File: src/hw/rtl/vks_pkg.sv
// Shared types and constants for the velocity key scanner.
package vks_pkg;

  localparam logic ACT_TICK = 1'b0;
  localparam logic ACT_SCAN = 1'b1;

  localparam logic EV_ON  = 1'b0;
  localparam logic EV_OFF = 1'b1;

  localparam logic [1:0] REG_START_NOTE = 2'd0;
  localparam logic [1:0] REG_WIDE_VEL   = 2'd1;
  localparam logic [1:0] REG_CHANNEL    = 2'd2;

  localparam logic [6:0] START_NOTE_RESET = 7'd48;

  localparam logic [15:0] VEL_MIN     = 16'd100;
  localparam logic [15:0] VEL_MAX     = 16'd10100;
  localparam logic [13:0] VEL_SPAN    = 14'd10000;
  localparam logic [13:0] RECIP_78    = 14'd13444;
  localparam int          RECIP_SHIFT = 20;
  localparam logic [7:0]  VEL7_TOP    = 8'h7F;
  localparam logic [15:0] VEL16_TOP   = 16'd65535;
  localparam logic [15:0] WIDE_SCALE  = 16'd6;

  localparam int QUEUE_AW = 2;

  typedef struct packed {
    logic       action;
    logic [1:0] column;
    logic [7:0] detect_bits;
    logic [7:0] press_bits;
  } in_beat_t;

  typedef struct packed {
    logic        event_kind;
    logic [7:0]  note_number;
    logic [15:0] note_velocity;
    logic [3:0]  event_channel;
    logic        last_event;
  } out_beat_t;

  typedef struct packed {
    logic [1:0]  column;
    logic [7:0]  detect_bits;
    logic [7:0]  press_bits;
    logic [15:0] tick;
  } scan_t;

  typedef struct packed {
    logic [6:0] start_note;
    logic       wide_velocity_mode;
    logic [3:0] channel;
  } cfg_t;

  typedef enum logic [1:0] {
    PH_RELEASED = 2'd0,
    PH_DETECT   = 2'd1,
    PH_PRESSED  = 2'd2
  } phase_t;

  typedef enum logic [2:0] {
    S_IDLE,
    S_WALK,
    S_READ,
    S_MAP,
    S_EMIT
  } back_state_t;

endpackage

File: src/hw/rtl/vks_front.sv
// Front end: takes input beats, keeps the tick counter, queues scans with a time stamp.
module vks_front import vks_pkg::*; #(
  parameter int COLUMNS = 4
) (
  input  logic     clk,
  input  logic     rst,
  input  logic     in_valid,
  output logic     in_ready,
  input  in_beat_t in_data,
  output logic     q_valid,
  input  logic     q_ready,
  output scan_t    q_data
);

  logic [15:0] tick_count;
  logic        accept;

  assign in_ready = q_ready;
  assign accept   = in_valid && in_ready;

  assign q_valid = accept && (in_data.action == ACT_SCAN) &&
                   (4'(in_data.column) < 4'(COLUMNS));
  assign q_data  = '{column:      in_data.column,
                     detect_bits: in_data.detect_bits,
                     press_bits:  in_data.press_bits,
                     tick:        tick_count};

  always_ff @(posedge clk) begin
    if (rst) begin
      tick_count <= '0;
    end else if (accept && (in_data.action == ACT_TICK)) begin
      tick_count <= tick_count + 16'd1;
    end
  end

endmodule

File: src/hw/rtl/vks_fifo.sv
// Short scan queue between front and back end.
module vks_fifo import vks_pkg::*; (
  input  logic  clk,
  input  logic  rst,
  input  logic  push,
  output logic  not_full,
  input  scan_t push_data,
  output logic  not_empty,
  input  logic  pop,
  output scan_t pop_data
);

  localparam int DEPTH = 1 << QUEUE_AW;

  scan_t               entries [DEPTH];
  logic [QUEUE_AW-1:0] wr_ptr;
  logic [QUEUE_AW-1:0] rd_ptr;
  logic [QUEUE_AW:0]   count;
  logic                do_push;
  logic                do_pop;

  assign not_full  = (count != (QUEUE_AW+1)'(DEPTH));
  assign not_empty = (count != '0);
  assign do_push   = push && not_full;
  assign do_pop    = pop && not_empty;
  assign pop_data  = entries[rd_ptr];

  always_ff @(posedge clk) begin
    if (do_push) begin
      entries[wr_ptr] <= push_data;
    end
  end

  always_ff @(posedge clk) begin
    if (rst) begin
      wr_ptr <= '0;
      rd_ptr <= '0;
      count  <= '0;
    end else begin
      if (do_push) begin
        wr_ptr <= wr_ptr + 1'b1;
      end
      if (do_pop) begin
        rd_ptr <= rd_ptr + 1'b1;
      end
      if (do_push && !do_pop) begin
        count <= count + 1'b1;
      end else if (do_pop && !do_push) begin
        count <= count - 1'b1;
      end
    end
  end

endmodule

File: src/hw/rtl/vks_back.sv
// Back end: key phase update, detect time memory, velocity map and event output register.
module vks_back import vks_pkg::*; #(
  parameter int GROUPS  = 8,
  parameter int COLUMNS = 4
) (
  input  logic      clk,
  input  logic      rst,
  input  logic      q_valid,
  output logic      q_ready,
  input  scan_t     q_data,
  input  cfg_t      cfg,
  output logic      out_valid,
  input  logic      out_ready,
  output out_beat_t out_data
);

  localparam int GW    = (GROUPS > 1) ? $clog2(GROUPS) : 1;
  localparam int CW    = (COLUMNS > 1) ? $clog2(COLUMNS) : 1;
  localparam int DEPTH = 1 << (GW + CW);

  back_state_t state, state_next;

  phase_t phase [GROUPS][COLUMNS];
  phase_t cur_ph [GROUPS];
  phase_t ph_next [GROUPS];
  logic [GROUPS-1:0] emit_n, off_n, set_n;
  logic [GROUPS+7:0] det_ext, prs_ext;
  logic [CW-1:0]     q_col;

  logic [GROUPS-1:0] emit, off, setm, above;
  logic [GW-1:0]     grp;
  logic [CW-1:0]     col;
  logic [15:0]       tick;
  logic [13:0]       vclamp;
  logic [15:0]       vel;

  logic [15:0] dt_mem [DEPTH];
  logic [15:0] rdata;
  logic [GW+CW-1:0] mem_addr;

  logic        pop, mem_we, mem_re, load_out, advance, out_free, last_grp;
  logic [15:0] elapsed;
  logic [27:0] recip_prod;
  logic [7:0]  quot;
  logic [6:0]  sat7;
  logic [15:0] wide_vel;

  assign q_col    = CW'(q_data.column);
  assign out_free = !out_valid || out_ready;
  assign last_grp = (grp == GW'(GROUPS - 1));
  assign mem_addr = {grp, col};

  always_comb begin
    det_ext = {{GROUPS{1'b0}}, q_data.detect_bits};
    prs_ext = {{GROUPS{1'b0}}, q_data.press_bits};
    for (int g = 0; g < GROUPS; g++) begin
      cur_ph[g]  = phase[g][q_col];
      ph_next[g] = cur_ph[g];
      emit_n[g]  = 1'b0;
      off_n[g]   = 1'b0;
      set_n[g]   = 1'b0;
      if (det_ext[g]) begin
        if (cur_ph[g] == PH_RELEASED) begin
          ph_next[g] = PH_DETECT;
          set_n[g]   = 1'b1;
        end else if ((cur_ph[g] == PH_DETECT) && prs_ext[g]) begin
          ph_next[g] = PH_PRESSED;
          emit_n[g]  = 1'b1;
        end
      end else begin
        if (cur_ph[g] == PH_PRESSED) begin
          emit_n[g] = 1'b1;
          off_n[g]  = 1'b1;
        end
        ph_next[g] = PH_RELEASED;
      end
    end
  end

  always_comb begin
    for (int i = 0; i < GROUPS; i++) begin
      above[i] = emit[i] && (i > int'(grp));
    end
  end

  always_comb begin
    state_next = state;
    unique case (state)
      S_IDLE: begin
        if (q_valid) state_next = S_WALK;
      end
      S_WALK: begin
        if (emit[grp]) begin
          state_next = off[grp] ? S_EMIT : S_READ;
        end else if (last_grp) begin
          state_next = S_IDLE;
        end
      end
      S_READ: state_next = S_MAP;
      S_MAP:  state_next = S_EMIT;
      S_EMIT: begin
        if (out_free) state_next = last_grp ? S_IDLE : S_WALK;
      end
      default: state_next = S_IDLE;
    endcase
  end

  always_comb begin
    q_ready  = (state == S_IDLE);
    mem_we   = (state == S_WALK) && setm[grp];
    mem_re   = (state == S_WALK) && emit[grp] && !off[grp];
    load_out = (state == S_EMIT) && out_free;
    advance  = ((state == S_WALK) && !emit[grp]) || load_out;
  end

  assign pop = q_valid && q_ready;

  always_ff @(posedge clk) begin
    if (rst) begin
      state <= S_IDLE;
    end else begin
      state <= state_next;
    end
  end

  always_ff @(posedge clk) begin
    if (rst) begin
      for (int g = 0; g < GROUPS; g++) begin
        for (int c = 0; c < COLUMNS; c++) begin
          phase[g][c] <= PH_RELEASED;
        end
      end
    end else if (pop) begin
      for (int g = 0; g < GROUPS; g++) begin
        phase[g][q_col] <= ph_next[g];
      end
    end
  end

  always_ff @(posedge clk) begin
    if (mem_we) begin
      dt_mem[mem_addr] <= tick;
    end
    if (mem_re) begin
      rdata <= dt_mem[mem_addr];
    end
  end

  assign elapsed    = tick - rdata;
  assign recip_prod = 28'(vclamp) * 28'(RECIP_78);
  assign quot       = recip_prod[RECIP_SHIFT +: 8];
  assign sat7       = (quot > VEL7_TOP) ? 7'd0 : 7'(VEL7_TOP - quot);
  assign wide_vel   = VEL16_TOP - 16'(vclamp) * WIDE_SCALE;

  always_ff @(posedge clk) begin
    if (pop) begin
      col  <= q_col;
      tick <= q_data.tick;
      emit <= emit_n;
      off  <= off_n;
      setm <= set_n;
      grp  <= '0;
    end else if (advance) begin
      grp <= grp + 1'b1;
    end
    if (state == S_READ) begin
      if (elapsed > VEL_MAX) begin
        vclamp <= VEL_SPAN;
      end else if (elapsed < VEL_MIN) begin
        vclamp <= '0;
      end else begin
        vclamp <= 14'(elapsed - VEL_MIN);
      end
    end
    if (state == S_MAP) begin
      vel <= cfg.wide_velocity_mode ? wide_vel : {9'd0, sat7};
    end else if ((state == S_WALK) && off[grp]) begin
      vel <= '0;
    end
    if (load_out) begin
      out_data.event_kind    <= off[grp] ? EV_OFF : EV_ON;
      out_data.note_number   <= 8'(int'(grp) * COLUMNS + int'(col) + int'(cfg.start_note));
      out_data.note_velocity <= vel;
      out_data.event_channel <= cfg.channel;
      out_data.last_event    <= ~|above;
    end
  end

  always_ff @(posedge clk) begin
    if (rst) begin
      out_valid <= 1'b0;
    end else if (load_out) begin
      out_valid <= 1'b1;
    end else if (out_ready) begin
      out_valid <= 1'b0;
    end
  end

endmodule

File: src/hw/rtl/velocity_key_scanner_top.sv
// Top level of the velocity key scanner: front end, scan queue, back end, APB registers.
//
// channel  signals                          beat
// in       in_valid / in_ready / in_data    tick or one column scan (in_beat_t)
// out      out_valid / out_ready / out_data one note event (out_beat_t)
// apb      psel penable pwrite paddr ...    register write / read
//
// Ticks are taken one per cycle while the queue is not full. A scan occupies the back end
// while it walks the groups in turn, with S_READ, S_MAP and S_EMIT per note-on, S_EMIT
// per note-off and any wait on out_ready; the single detect time memory port sets this.
// The queue holds 4 scans; once it is full in_ready drops for ticks and scans alike.
// rst is synchronous; the detect time memory needs no clearing pass after reset.
module velocity_key_scanner_top import vks_pkg::*; #(
  parameter int GROUPS  = 8,
  parameter int COLUMNS = 4
) (
  input  logic        clk,
  input  logic        rst,
  input  logic        in_valid,
  output logic        in_ready,
  input  in_beat_t    in_data,
  output logic        out_valid,
  input  logic        out_ready,
  output out_beat_t   out_data,
  input  logic        psel,
  input  logic        penable,
  input  logic        pwrite,
  input  logic [3:0]  paddr,
  input  logic [31:0] pwdata,
  output logic [31:0] prdata,
  output logic        pready
);

  cfg_t  cfg;
  logic  push, not_full, not_empty, pop;
  scan_t push_data, pop_data;
  logic  cfg_write;

  assign pready    = 1'b1;
  assign cfg_write = psel && penable && pwrite && pready;

  always_ff @(posedge clk) begin
    if (rst) begin
      cfg.start_note         <= START_NOTE_RESET;
      cfg.wide_velocity_mode <= 1'b0;
      cfg.channel            <= '0;
    end else if (cfg_write) begin
      unique case (paddr[3:2])
        REG_START_NOTE: cfg.start_note         <= pwdata[6:0];
        REG_WIDE_VEL:   cfg.wide_velocity_mode <= pwdata[0];
        REG_CHANNEL:    cfg.channel            <= pwdata[3:0];
        default: ;
      endcase
    end
  end

  always_comb begin
    unique case (paddr[3:2])
      REG_START_NOTE: prdata = {25'd0, cfg.start_note};
      REG_WIDE_VEL:   prdata = {31'd0, cfg.wide_velocity_mode};
      REG_CHANNEL:    prdata = {28'd0, cfg.channel};
      default:        prdata = '0;
    endcase
  end

  vks_front #(.COLUMNS(COLUMNS)) u_front (
    .clk      (clk),
    .rst      (rst),
    .in_valid (in_valid),
    .in_ready (in_ready),
    .in_data  (in_data),
    .q_valid  (push),
    .q_ready  (not_full),
    .q_data   (push_data)
  );

  vks_fifo u_fifo (
    .clk       (clk),
    .rst       (rst),
    .push      (push),
    .not_full  (not_full),
    .push_data (push_data),
    .not_empty (not_empty),
    .pop       (pop),
    .pop_data  (pop_data)
  );

  vks_back #(.GROUPS(GROUPS), .COLUMNS(COLUMNS)) u_back (
    .clk       (clk),
    .rst       (rst),
    .q_valid   (not_empty),
    .q_ready   (pop),
    .q_data    (pop_data),
    .cfg       (cfg),
    .out_valid (out_valid),
    .out_ready (out_ready),
    .out_data  (out_data)
  );

  a_off_zero_vel: assert property (@(posedge clk) disable iff (rst)
    out_valid && (out_data.event_kind == EV_OFF) |-> (out_data.note_velocity == 16'd0))
    else $error("note-off beat carries a velocity");

  a_narrow_vel: assert property (@(posedge clk) disable iff (rst)
    out_valid && (out_data.event_kind == EV_ON) && !cfg.wide_velocity_mode
      |-> (out_data.note_velocity <= 16'd127))
    else $error("7-bit velocity out of range");

  a_reset_quiet: assert property (@(posedge clk)
    rst |=> !out_valid)
    else $error("event beat right after reset");

  a_channel: assert property (@(posedge clk) disable iff (rst)
    out_valid && !$past(out_valid) |-> (out_data.event_channel == cfg.channel))
    else $error("event channel differs from register");

endmodule

File: config.mk
export PLATFORM = sky130hd
export DESIGN_NAME = velocity_key_scanner_top
export DESIGN_NICKNAME = d
export VERILOG_FILES = /design/src/hw/rtl/vks_pkg.sv /design/src/hw/rtl/vks_front.sv /design/src/hw/rtl/vks_fifo.sv /design/src/hw/rtl/vks_back.sv /design/src/hw/rtl/velocity_key_scanner_top.sv
export SDC_FILE = /design/constraint.sdc
export NUM_CORES = 1
export LEC_CHECK = 0
export BUFFER_PORTS_ARGS = -buffer_cell sky130_fd_sc_hd__buf_2
export CAP_MARGIN = 20
export CORE_ASPECT_RATIO = 0.5
export CORE_MARGIN = 3
export CORE_UTILIZATION = 40
export CTS_CLUSTER_SIZE = 12
export DETAILED_ROUTE_END_ITERATION = 16
export GPL_ROUTABILITY_DRIVEN = 0
export PLACE_DENSITY = 0.68
export SLEW_MARGIN = 10
export SYNTH_ARGS = -nofsm -noshare
export SYNTH_HDL_FRONTEND = slang
export SYNTH_SLANG_ARGS = --single-unit
File: constraint.sdc
create_clock -name clk -period 5.28 [get_ports clk]
set_clock_uncertainty 0.05 [all_clocks]
set_input_delay 0.528 -clock clk [delete_from_list [all_inputs] [get_ports clk]]
set_output_delay 0.528 -clock clk [all_outputs]
set_load 0.05 [all_outputs]
### Word level (Yosys, flattened, before mapping)

Memory sizes are Yosys's and may differ from the RTL's. A register that Yosys moved wholly into a read port is not among the register bits.
Index checks and enable logic that the tools add are counted.

| cells by class | value |
|---|---|
| add/sub/neg operators | 12 |
| multiply operators | 2 |
| $lt $le $gt $ge | 13 |
| equality and inequality tests | 27 |
| mux-type cells | 189 |
| bitwise logic cells | 66 |
| reduce and logical (&&, ||, !) cells | 59 |

Operator list:

| kind | count |
|---|---|
| $mux W1 | 119 |
| $mux W2 | 43 |
| $or A1 B1 Y1 | 64 |
| $mux W16 | 3 |
| $bmux W2 S2 | 8 |
| $logic_and A1 B1 Y1 | 31 |
| $mul A14 B12 Y26 const B | 1 |
| $mux W3 | 7 |
| $pmux W7 S3 | 1 |
| $eq A2 B1 Y1 const B | 9 |
| $eq A2 B2 Y1 const B | 9 |
| $logic_not A2 Y1 | 9 |
| $add A16 B1 Y16 const B | 1 |
| $gt A16 B14 Y1 const B | 1 |
| $lt A16 B7 Y1 const B | 1 |
| $sub A16 B16 Y16 | 1 |
| $sub A16 B16 Y16 const A | 1 |
| $mul A14 B2 Y15 const B | 1 |
| $pmux W3 S5 | 1 |
| $mux W14 | 1 |
| $sub A14 B7 Y14 const B | 1 |
| $gt A3 B3 Y1 const A | 4 |
| $bmux W1 S3 | 3 |
| $add A8 B8 Y8 | 1 |
| other kinds (31) | 47 |

| word-level totals | value |
|---|---|
| flip-flop bits (word level) | 144 |
| bits in writable memories | 712 |
| logic and storage cells | 408 |
| memories kept | 3 |

Memories:

| name | depth | bits a word | rd ports | clocked after Yosys merged registers in | wr ports | RTL line | text |
|---|---|---|---|---|---|---|---|
| u_back.dt_mem | 32 | 16 | 1 | 1 | 1 | vks_back.sv:37 | `logic [15:0] dt_mem [DEPTH];` |
| u_fifo.entries | 4 | 34 | 1 | 1 | 1 | vks_fifo.sv:15 | `scan_t entries [DEPTH];` |
| u_back.phase | 8 | 8 | 8 | 0 | 8 | vks_back.sv:23 | `phase_t phase [GROUPS][COLUMNS];` |

### Depth between registers and ports, before layout

| logic depth | value |
|---|---|
| word-level depth | 10 |
| gate-level depth with buffers | 16 |
| mapped depth without buffers | 16 |

### Cells and area by module

Synthesis repeated with hierarchy kept, for this count alone.

| unflattened totals | value |
|---|---|
| cell total of the unflattened synthesis | 2187 |
| area, all modules | 37572.3 um^2 |

Modules (own cells, without submodules):

| module | instances | cells each | area an instance (um^2) | seq. area each (um^2) |
|---|---|---|---|---|
| vks_back | 1 | 1765 | 30421.7 | 20679.8 |
| vks_fifo | 1 | 226 | 5420.2 | 4264.1 |
| vks_front | 1 | 103 | 898.4 | 320.3 |
| velocity_key_scanner_top | 1 | 93 | 832.0 | 240.2 |

### Worst setup path after synthesis

Ideal clock, no wire load.

| timing path | value |
|---|---|
| kind | reg2reg |
| start | register u_back.vclamp[2] |
| end | register u_back.vel[4], data pin |
| setup time | 271 ps |
| arrival | 4576 ps |
| required time | 4959 ps |
| path slack | 382 ps |
| cell stages (with the launch flop) | 15 |
| path buffers | 0 |
| cell sequence | edfxtp_1 ha_1 fa_1 fa_1 fa_1 ha_1 ha_1 a21o_1 a21o_1 a211o_1 nand2b_1 o31ai_1 o41ai_1 mux2i_1 o22ai_1 |

| between the ends | value |
|---|---|
| longest elaborated chain between the ends | 5 |
| elaborated cells between the ends (all ways) | 8 |
| those cells by class | add/sub: 2; mul: 2; order compare: 1; mux: 3 |

Ends and longest elaborated chain:

| what | RTL line | text |
|---|---|---|
| from (decl) | vks_back.sv:34 | `logic [13:0] vclamp;` |
| from (signal assigned) | vks_back.sv:172 | `vclamp <= 14'(elapsed - VEL_MIN);` |
| parallel branches: the longest is 3 deep, another holds $sub A16 B16 Y16 | -- |  |
| $mux W16 * | vks_back.sv:176 | `vel <= cfg.wide_velocity_mode ? wide_vel : {9'd0, sat7};` |
| $mux W16 * | vks_back.sv:175 | `if (state == S_MAP) begin` |
| to (signal assigned) | vks_back.sv:176 |  |
| to (decl) | vks_back.sv:35 | `logic [15:0] vel;` |

Mark *: on every way between the ends.
A chain may end at the register's enable or synchronous reset.

### Worst setup path after layout

| timing path | value |
|---|---|
| start | register u_back.vclamp[2] |
| end | register u_back.vel[5], data pin |

The elaborated chain is that of the path after synthesis.

==> impl_results.md <==
- Startpoint types: register
- Post-Syn Area per Cell: 17.0 um2
- GR Util met2: 0.264
- Post-synth EDFFs: 800
- Die Ht: 222 um
- Ports: between 100 and 150
- TNS Setup: 0 ns
- Initial antenna violation count: 1
- Async SR Flop Fraction: 0
- Residual DRC count: 0
- Leakage: approximately 14 nW
- CTS Buf Count: 85
- Detailed placement HPWL: 52200 um
- # rows: 78
- Vias in the first global route: 19967
- Most frequent cell after synthesis: edfxtp_1
- Clock net sink count: 874
- Max-slew violation count: 0
- Max incr delay on CP: 0.55 ns
- Outcome: finished, final reports clean
- Hold-fix buffers, CTS: 0
- Met3 Resource Use GR: 0.0388
- Area Overhead vs Synth: 12.4%
- Max cap viols: 0
- Post-Syn Area: 0.0374 mm2
- Commonest register cell after synthesis: edfxtp_1
- Syn Inst Count: 2196
- Total wire length: 82500 um
- Layout cells sized above 1: 0.194
- Area contributors post-synth: edfxtp_1, mux4_2, dfxtp_1
- RSZ-0062 raised after global routing: false
- Initial DRC Count: about 2000
- Top cell type's share of synthesized area: 0.643
- Clk slew on worst S/H paths: 0.06 ns
- Hold WS: between 0.04 and 0.05 ns
- Placed Instance Area: 0.0395 mm2
- Worst hold path class: in2reg
- Drt wl/cell: between 20 and 25 um
- Clock Tree Buf Depth: 3
- Synth unique cells: 85
- Largest net degree at the start of global routing: 91
- Worst path required time: 5.56 ns
- # resized after CTS: 0
- Seq/Total Area, Yosys: 0.682
- Clock Latency Late Sink: 0.66 ns
- Post-layout minimum cycle time: 5.03 ns
- Reg2reg start: u_back.vclamp[2]$_SDFFCE_PP0P_
- Slew @ Worst Pin: 1.02 ns
- Crit share post-route: 0.953
- Drt first pass iters: 6
- Postcts setup bufs: 0
- Final ANT Viol Nets: 0
- Max Clk Rate: 199 MHz
- YS warnings: 0
- Slew headroom: 0.318
- Vias after detailed routing: 19994
- IO Port Bufs: 73
- H-tree Lvls: 3
- First-pass GRT wire length: ~120000 um
- Final hold violations: 0
- Hold Path Origin: in_data[0]
- Fillcell total: between 7000 and 8000
- Root Buffer Master: clkbuf_16
- Crit-path slowest cell: fa_1
- Critical path type: reg2reg
- GRT Resource Usage Total: 0.168
- Critical path peak fanout: 6
- Post-synth top cells: edfxtp_1, mux4_2, nor2_1
- Die footprint: 0.0974 mm2
- Initial Util: 0.408
- Maximum VDD drop: 0.466 mV
- CP arrival: 5.31 ns
- Top Usage Layer GRT: met2
- Final net count: 2557
- CTS tree: done
- Worst path cell trace: ha_1 > fa_1 > fa_1 > fa_1 > ha_1 > ha_1 > a21o_1 > a21o_1 > a211o_1 > nand2b_1 > o31ai_1 > o41ai_1 > buf_4 > mux2i_1 > buf_4 > o22ai_1
- Overflow after GRT: 0
- Via/cell ratio: roughly 5.5
- Post-synth top area cell: edfxtp_1
- Crit. End Element: register
- Die width: around 440 um
- Post-synthesis register bit count: ~900
- Power Density: 549 mW/mm2
- Origin of the worst setup path: u_back.vclamp[2]$_SDFFCE_PP0P_
- CORE AREA: 0.0916 mm2
- Met1 GRT Util: 0.242
- Final setup viols: 0
- Cell area after layout: around 0.042 mm2
-- power breakdown --
group | internal (mW) | switching, mW | leakage, nW
Combinational | 3.23 | 4.98 | 5.29
Sequential | 8.90 | 0.432 | 7.95
Clock | 3.04 | 2.49 | 1.19
Total | 15.2 | 7.91 | 14.4
-- final timing paths --
check | slack, ns | to | cells past startpoint
hold reg to reg | 0.37 | u_back.out_data[12]$_DFFE_PP_ | 0
setup / recovery | 0.25 | u_back.vel[5]$_SDFFCE_PP0P_ | 16
hold / removal | 0.04 | u_fifo.entries[1][16]$_DFFE_PP_ | 1
setup reg to reg | 0.25 | u_back.vel[5]$_SDFFCE_PP0P_ | 16
-- worst max-delay path: cells and delay by family, from the launching register on --
family | cells | cell delay (ns)
buffers and inverters | 2 | 0.34
muxes | 1 | 0.17
and+or+nand+nor | 1 | 0.09
AOI/OAI and AO/OA | 6 | 1.13
DFF | 1 | 0.51
adders and majority gates | 6 | 2.45
-- cells by family (layout without fill, tap and decap cells) --
logic type                 after synthesis  after routing  share of synthesized area
adders and majority gates              146            146                     0.0565
AOI/OAI and AO/OA                      262            262                     0.0496
buffers and inverters                  234            412                     0.0272
DFF                                    874            874                      0.682
and+or+nand+nor                        408            408                     0.0551
xor gates and xnor gates                61             61                     0.0143
other                                    2             28                   0.000201
muxes                                  209            209                      0.115
-- cell usage in the layout, fill, tap and decap left out, types with 13 or more instances in the layout --
cell       count
clkbuf_1      33
xnor2_1       37
fa_1          38
mux2i_1       30
a21oi_1       30
nand2_1       69
buf_4         78
nor3_1        17
mux4_2       176
nand3b_1      19
o21ai_1       15
dfxtp_1       73
nand3_1       15
conb_1        26
buf_2         73
a21o_1        16
ha_1         108
edfxtp_1     800
clkbuf_16     86
xor2_1        24
and2_1        13
a22oi_1       86
o22ai_1       13
inv_1        120
nand4_1       30
o21ai_0       18
nor2_1       156
nand2b_1      26
-- through the flow --
step | util | setup WS (ns) | power (mW) | cells
global route | 0.458 | 0.00582 | 24.3 | 3638
finish | 0.458 | 0.250 | 23.1 | 3640
floorplan | - | 0.382 | 15.2 | 2220
CTS | 0.458 | 0.272 | 23.2 | 3638
detailed placement | 0.431 | 0.309 | 17.6 | 3502
global placement | 0.431 | 0.314 | 17.5 | 3502
-- flip-flops by register name, summed over array words and instances (netlist names), 12 cells and up, named ones only --
register and flops:
cfg 12, u_back.dt_mem 512, u_back.out_data 30, u_back.phase 64
u_back.rdata 16, u_back.tick 16, u_back.vclamp 14, u_back.vel 16
u_fifo.entries 136, u_front.tick_count 16
-- area by class of cell --
class	count	area, um2	area share
Clock buffer	121	2300	0.0547
Antenna cell	2	5.00	0.000119
Clock inverter	15	181	0.00432
Tap cell	1240	1550	0.0369
Timing Repair Buffer	155	1030	0.0245
Sequential cell	874	25500	0.607
Inverter	121	454	0.0108
Multi-Input combinational cell	1112	11000	0.262
-- layer usage --
layer,vias to the layer above,wire length [um]
li1,8828,-
met1,10291,35000
met2,776,39100
met3,99,7230
met4,0,1260
met5,-,0
Power figures use the tool's default switching activity.
